<file path="src/rtl/core/ffba_pkg.sv">
// package for the first-fit block allocator core
// holds sizes, codes, table entry layout and the controller/datapath link structs
// no dependencies
package ffba_pkg;

    localparam int TABLE_DEPTH = 64;
    localparam int IDX_W       = $clog2(TABLE_DEPTH);
    localparam int CNT_W       = $clog2(TABLE_DEPTH + 1);
    localparam int DATA_W      = 32;

    localparam int CFG_IDX_W   = 2;
    localparam int S_TDATA_W   = 64;
    localparam int S_TUSER_W   = 1;
    localparam int M_TDATA_W   = 32;
    localparam int M_TUSER_W   = 2;

    localparam logic [CFG_IDX_W-1:0] REG_HEAP_BASE = 2'd0;
    localparam logic [CFG_IDX_W-1:0] REG_HEAP_SIZE = 2'd1;

    localparam logic CMD_ALLOC = 1'b0;
    localparam logic CMD_FREE  = 1'b1;

    localparam logic [1:0] ST_OK         = 2'd0;
    localparam logic [1:0] ST_NO_SPACE   = 2'd1;
    localparam logic [1:0] ST_TABLE_FULL = 2'd2;
    localparam logic [1:0] ST_NOT_FOUND  = 2'd3;

    localparam logic [1:0] WR_HIT   = 2'd0;
    localparam logic [1:0] WR_SPLIT = 2'd1;
    localparam logic [1:0] WR_FREE  = 2'd2;
    localparam logic [1:0] WR_BUMP  = 2'd3;

    localparam logic [1:0] RES_ZERO = 2'd0;
    localparam logic [1:0] RES_HIT  = 2'd1;
    localparam logic [1:0] RES_BUMP = 2'd2;

    typedef struct packed {
        logic              busy;
        logic [DATA_W-1:0] length;
        logic [DATA_W-1:0] start;
    } entry_t;

    typedef struct packed {
        logic       load_req;
        logic       scan_clear;
        logic       scan_run;
        logic       wr_en;
        logic [1:0] wr_op;
        logic       res_load;
        logic [1:0] res_status;
        logic [1:0] res_sel;
        logic       out_load;
    } dp_cmd_t;

    typedef struct packed {
        logic is_free;
        logic size_zero;
        logic table_full;
        logic count_zero;
        logic hit;
        logic miss;
        logic fits;
        logic spare_nz;
        logic out_free;
    } dp_sts_t;

endpackage

</file>
<file path="src/rtl/core/ffba_ctrl.sv">
// controller state machine of the first-fit block allocator
// sequences check, table scan, write-back and result hand-off
// depends on ffba_pkg
module ffba_ctrl (
    input  logic             aclk,
    input  logic             aresetn,
    input  logic             s_tvalid,
    output logic             s_tready,
    input  ffba_pkg::dp_sts_t sts,
    output ffba_pkg::dp_cmd_t cmd
);
    import ffba_pkg::*;

    localparam logic [2:0] S_IDLE  = 3'd0;
    localparam logic [2:0] S_CHECK = 3'd1;
    localparam logic [2:0] S_SCAN  = 3'd2;
    localparam logic [2:0] S_HIT   = 3'd3;
    localparam logic [2:0] S_SPLIT = 3'd4;
    localparam logic [2:0] S_FREE  = 3'd5;
    localparam logic [2:0] S_BUMP  = 3'd6;
    localparam logic [2:0] S_DONE  = 3'd7;

    logic [2:0] state_reg;
    logic [2:0] state_next;

    always_ff @(posedge aclk) begin
        if (!aresetn) begin
            state_reg <= S_IDLE;
        end else begin
            state_reg <= state_next;
        end
    end

    assign s_tready = (state_reg == S_IDLE);

    always_comb begin
        state_next = state_reg;
        cmd        = '0;
        unique case (state_reg)
            S_IDLE: begin
                if (s_tvalid) begin
                    cmd.load_req = 1'b1;
                    state_next   = S_CHECK;
                end
            end
            S_CHECK: begin
                if (sts.is_free) begin
                    if (sts.count_zero) begin
                        cmd.res_load   = 1'b1;
                        cmd.res_status = ST_NOT_FOUND;
                        cmd.res_sel    = RES_ZERO;
                        state_next     = S_DONE;
                    end else begin
                        cmd.scan_clear = 1'b1;
                        state_next     = S_SCAN;
                    end
                end else begin
                    priority if (sts.size_zero) begin
                        cmd.res_load   = 1'b1;
                        cmd.res_status = ST_NO_SPACE;
                        cmd.res_sel    = RES_ZERO;
                        state_next     = S_DONE;
                    end else if (sts.table_full) begin
                        cmd.res_load   = 1'b1;
                        cmd.res_status = ST_TABLE_FULL;
                        cmd.res_sel    = RES_ZERO;
                        state_next     = S_DONE;
                    end else if (sts.count_zero) begin
                        state_next = S_BUMP;
                    end else begin
                        cmd.scan_clear = 1'b1;
                        state_next     = S_SCAN;
                    end
                end
            end
            S_SCAN: begin
                cmd.scan_run = 1'b1;
                if (sts.hit) begin
                    state_next = sts.is_free ? S_FREE : S_HIT;
                end else if (sts.miss) begin
                    if (sts.is_free) begin
                        cmd.res_load   = 1'b1;
                        cmd.res_status = ST_NOT_FOUND;
                        cmd.res_sel    = RES_ZERO;
                        state_next     = S_DONE;
                    end else begin
                        state_next = S_BUMP;
                    end
                end
            end
            S_HIT: begin
                cmd.wr_en      = 1'b1;
                cmd.wr_op      = WR_HIT;
                cmd.res_load   = 1'b1;
                cmd.res_status = ST_OK;
                cmd.res_sel    = RES_HIT;
                state_next     = sts.spare_nz ? S_SPLIT : S_DONE;
            end
            S_SPLIT: begin
                cmd.wr_en  = 1'b1;
                cmd.wr_op  = WR_SPLIT;
                state_next = S_DONE;
            end
            S_FREE: begin
                cmd.wr_en      = 1'b1;
                cmd.wr_op      = WR_FREE;
                cmd.res_load   = 1'b1;
                cmd.res_status = ST_OK;
                cmd.res_sel    = RES_ZERO;
                state_next     = S_DONE;
            end
            S_BUMP: begin
                cmd.res_load = 1'b1;
                if (sts.fits) begin
                    cmd.wr_en      = 1'b1;
                    cmd.wr_op      = WR_BUMP;
                    cmd.res_status = ST_OK;
                    cmd.res_sel    = RES_BUMP;
                end else begin
                    cmd.res_status = ST_NO_SPACE;
                    cmd.res_sel    = RES_ZERO;
                end
                state_next = S_DONE;
            end
            S_DONE: begin
                if (sts.out_free) begin
                    cmd.out_load = 1'b1;
                    state_next   = S_IDLE;
                end
            end
            default: begin
                state_next = S_IDLE;
            end
        endcase
    end

endmodule

</file>
<file path="config.mk">
export PLATFORM = sky130hd
export DESIGN_NAME = ffba_ctrl
export DESIGN_NICKNAME = d
export VERILOG_FILES = /design/src/rtl/core/ffba_pkg.sv /design/src/rtl/core/ffba_ctrl.sv
export SDC_FILE = /design/constraint.sdc
export NUM_CORES = 1
export LEC_CHECK = 0
export ABC_AREA = 1
export BUFFER_PORTS_ARGS = -buffer_cell sky130_fd_sc_hd__buf_4
export CORE_AREA = 2 2 39 41
export DETAILED_ROUTE_END_ITERATION = 8
export DIE_AREA = 0 0 41 43
export HOLD_SLACK_MARGIN = 0.05
export SLEW_MARGIN = 40
export SYNTH_ARGS = -nofsm -noshare
export SYNTH_HDL_FRONTEND = slang
export SYNTH_SLANG_ARGS = --single-unit
</file>
<file path="constraint.sdc">
create_clock -name aclk -period 3.33 [get_ports aclk]
set_input_delay 0.999 -clock aclk [delete_from_list [all_inputs] [get_ports aclk]]
set_output_delay 0.999 -clock aclk [all_outputs]
set_load 0.02 [all_outputs]
</file>
# --- Yosys cells after proc, flatten, opt, wreduce, memory -nomap -nowiden ---
# Index checks and enable logic that the tools add are counted.
totals:
  regBits: 3
  latchBits: 0
  ram_bits: 0
  rom_bits: 0
  wordCells: 48
  n_memories: 0
op_classes:
  add_sub_neg: 0
  mul: 0
  div_mod_pow: 0
  n_lt_le_gt_ge: 0
  eq_ne: 10
  n_shift: 0
  n_mux: 34
  bitwise: 0
  n_reduce_logical: 3
op_table:
  columns: ["operator", "n"]
  rows:
  - ["$mux 3", 12]
  - ["$mux 5", 7]
  - ["$pmux 5 s5", 1]
  - ["$pmux 3 s6", 1]
  - ["$eq 3x3->1 const B", 4]
  - ["$pmux 3 s4", 1]
  - ["$mux 1", 11]
  - ["$eq 3x2->1 const B", 2]
  - ["$ne 2x2->1 const B", 2]
  - ["$eq 3x1->1 const B", 1]
  - ["$logic_not 3->1", 1]
  - ["$ne 3x3->1 const B", 1]
  - ["$reduce_and 3->1", 1]
  - ["$reduce_or 3->1", 1]
  - ["$mux 2", 1]

# --- Logic depth before layout (Yosys ltp) ---
logic_depth:
  ltp_word: 5
  ltp_mapped: 8
  ltp_nobuf: 7

# --- Worst setup path before layout ---
# OpenSTA, ideal clock, no wires.
synth_path:
  path_type: "input to output"
  start: "input sts[8] (netlist name)"
  end: "output cmd[3] (netlist name)"
  t_arrival_ns: 1.539
  required_time_ns: 2.331
  setup_slack_ns: 0.792
  stages: 5
  path_buffers: 0
  cell_sequence: "inv_1 > nor2_1 > nor2_1 > o21ai_0 > o211ai_1"
synth_rtl:
  columns: ["element", "line_no", "rtl"]
  rows:
  - ["from (decl)", "ffba_ctrl.sv:9", "input ffba_pkg::dp_sts_t sts,"]
  - ["to (decl)", "ffba_ctrl.sv:10", "output ffba_pkg::dp_cmd_t cmd"]

==> summary.txt <==
Drt
  • Drt pass-1 iters: 4
  • WL final: around 1100 um
  • DR WL met2: about 500 um
  • Initial drt markers: 12
  • Routed WL per cell: 8.555 um
  • DRC Markers: 0
  • Final antenna-violating net count: 0
  • Met3 WL: 67 um
  • Wl on met1: 516 um
  • Top Metal Used: met3
  • Via count: between 500 and 600
  • Vias per std cell: 4.570

Logic synthesis
  • Sequential-to-total area share from yosys stat: a little over an eighth
  • Net Count, Synth: 98
  • Synth cell types: 21
  • Syn avg cell area: 5.339 um^2
  • Top post-synthesis cells by area: inv_1, nand2_1, dfxtp_1
  • Synth Register Bits: 3
  • Netlist Area Pre-Place: 459.2 um^2
  • Gate Count Post-Synth: 86
  • Area fraction of the dominant cell type after synthesis: 14.71%
  • Ys Warns: 0
  • Cell taking the most area after synthesis: inv_1

Hold path
  • Worst hold start: state_reg[2]
  • Hold crit path type: register to register
  • WHS Path Cells: 2
  • Hold Path Sink: state_reg[2]

Clock network
  • Max clock buf depth: 2
  • Clock Root Buffer: clkbuf_4
  • Hold_buf cts: 0
  • Worst skew pair latency: 0.23 ns
  • Reg clk slew, reported paths: 0.03 ns
  • CTS tree: done
  • Resize count post-CTS: 0
  • Clock sink total: 3
  • Total setup buffers inserted after CTS: 0
  • CTS Buf Count: 3
  • CTS H-Tree Depth: 1

GRT
  • Initial antenna violation count: 0
  • Pin count of the biggest net entering global routing: 9
  • Gr ovfl total: 0
  • First-pass GRT wire length: around 1800 um
  • Vias in the first global route: just under 500
  • GRT Util Overall: about 14%

Worst setup path
  • CP Cell Sequence: buf_4 > inv_1 > nor2_1 > nor2_1 > o21ai_0 > o211ai_1 > buf_4
  • Worst path arrival time: around 1.8 ns
  • Crit path buf inv count: 3
  • Flop-to-flop setup slack: 2.03 ns
  • CP max stage cell: buf_4
  • Crit end category: output pin
  • Top delay family on crit path: buffers and inverters
  • Max incr delay on CP: 0.16 ns
  • Setup CP Type: primary input to output pin
  • Worst path required time: 2.33 ns
  • Reg2Reg Depth: 6
  • Worst Path Max Fanout: 7
  • R2r endpoint: state_reg[0]
  • Type of origin of the critical path: primary input
  • FF-to-FF Start: state_reg[1]

STA
  • Slew at the pin closest to its max-slew limit: approximately 0.36 ns
  • Final slew viol count: 0
  • Final Hold Viols: 0
  • Post-route setup TNS: 0 ns
  • Setup Skew: 0.0009340 ns
  • Slew margin rel.: 75.79%
  • Endpoints failing setup: 0
  • Achievable frequency: 359.7 MHz
  • Period minus WS final: between 2 and 3 ns
  • Final Cycle Share: 83.48%
  • Unrepaired setup endpoints after global routing: false

Run
  • Max-Cap Viols: 0

Floorplan
  • Die Ht: 43 um
  • Core area: approximately 1400 um^2
  • # rows: 14
  • Die X: about 41 um
  • IO Count: 25
  • Initial Utilization: 33.18%
  • Die footprint: 1763 um^2

Power and ir drop
  • Peak VDD IR: 0.4131 mV
  • Total power: 547.4 uW
  • Pleak: ~0.39 nW
  • Cell Pwr Density: between 800 and 900 nW/um^2

Placed design
  • Final RePlAce weighted congestion: 0.8311
  • Buffers on Ports: 24
  • Dpl cell area: around 640 um^2
  • Hpwl dp: about 980 um

Cells and area
  • Layout Area Growth over Synthesis: 45.23%
  • Fin nets: 125
  • Share of cells above drive strength 1: between 30% and 40%
  • Fillers: 149
  • Design Area, Final: 666.9 um^2
  • Max reg flops: 3
  • Antenna diodes: 0

Outcome
  • Outcome: finished clean
==> where the power goes <==
| part | leakage [nW] | switching, mW | internal [mW] |
|---|---|---|---|
| Combinational | 0.351 | 0.231 | 0.159 |
| Clock | 0.0150 | 0.0174 | 0.0448 |
| Sequential | 0.0248 | 0.0422 | 0.0528 |
| Total | 0.390 | 0.290 | 0.257 |
==> stage by stage <==
step | setup WS [ns] | instances | hold WS (ns) | utilization [%]
after CTS | 0.5499 | 128 | 0.6945 | 48.19
after floorplan | 0.7917 | 86 | 0.6040 | -
final | 0.5500 | 128 | 0.6789 | 48.19
after global placement | 0.5735 | 124 | 0.6793 | 46.29
after detailed placement | 0.5501 | 124 | 0.6804 | 46.29
after global routing | 0.4871 | 128 | 0.7472 | 48.19
==> worst max path at each step <==
stage	start	to	slack, ns	cells after the start
6_report	sts[8]	cmd[3]	0.55	7
5_1_grt	sts[8]	cmd[3]	0.49	7
4_1_cts	sts[8]	cmd[3]	0.55	7
3_5_place_dp	sts[8]	cmd[3]	0.55	7
3_3_place_gp	sts[8]	cmd[3]	0.57	7
2_1_floorplan	sts[8]	cmd[3]	0.79	5
==> synthesized netlist by cell type, drive strengths merged <==
library cell	instances
nand2	19
o21ai	6
and2	1
nand3	7
dfxtp	3
o211ai	1
o2111ai	1
nor3	1
nand4	5
buf	2
a21oi	3
nor2	15
inv	22
==> area by class of cell <==
cell class / instances / area [um^2] / share of cell area (%)
Timing Repair Buffer: 24 / 180.2 / 27.02
Tap cell: 16 / 20.02 / 3.002
Sequential cell: 3 / 60.06 / 9.006
Inverter: 22 / 85.08 / 12.76
Clock buffer: 4 / 26.28 / 3.940
Multi-Input combinational cell: 59 / 295.3 / 44.28
==> cells in the final DEF (no fill, tap or decap), drive strengths merged <==
master / instances
nand4: 5
nand3: 7
and2: 1
o21ai: 6
o2111ai: 1
nor3: 1
nand2: 19
a21oi: 3
dfxtp: 3
inv: 22
clkbuf: 4
buf: 24
nor2: 15
o211ai: 1
==> tightest hold or removal path, delay by kind of cell (launching register included) <==
kind,cells,cell delay [ns]
AO/OA/AOI/OAI,1,0.08
flip-flops,1,0.38
AND/OR/NAND/NOR,1,0.18
==> kinds of logic (layout without fill, tap and decap cells) <==
logic type             count (synthesis)  count (layout)  synth area share [%]
buffers and inverters                 24              50                 22.62
AND/OR/NAND/NOR                       48              48                 50.95
AO/OA/AOI/OAI                         11              11                 13.35
flip-flops                             3               3                 13.08
==> metal layers <==
layer,global-route usage (%),vias up
li1,-,324
met1,17.95,243
met2,22.81,18
met3,3.665,0
met4,2.667,0
met5,0,-
Power figures use the tool's default switching activity.
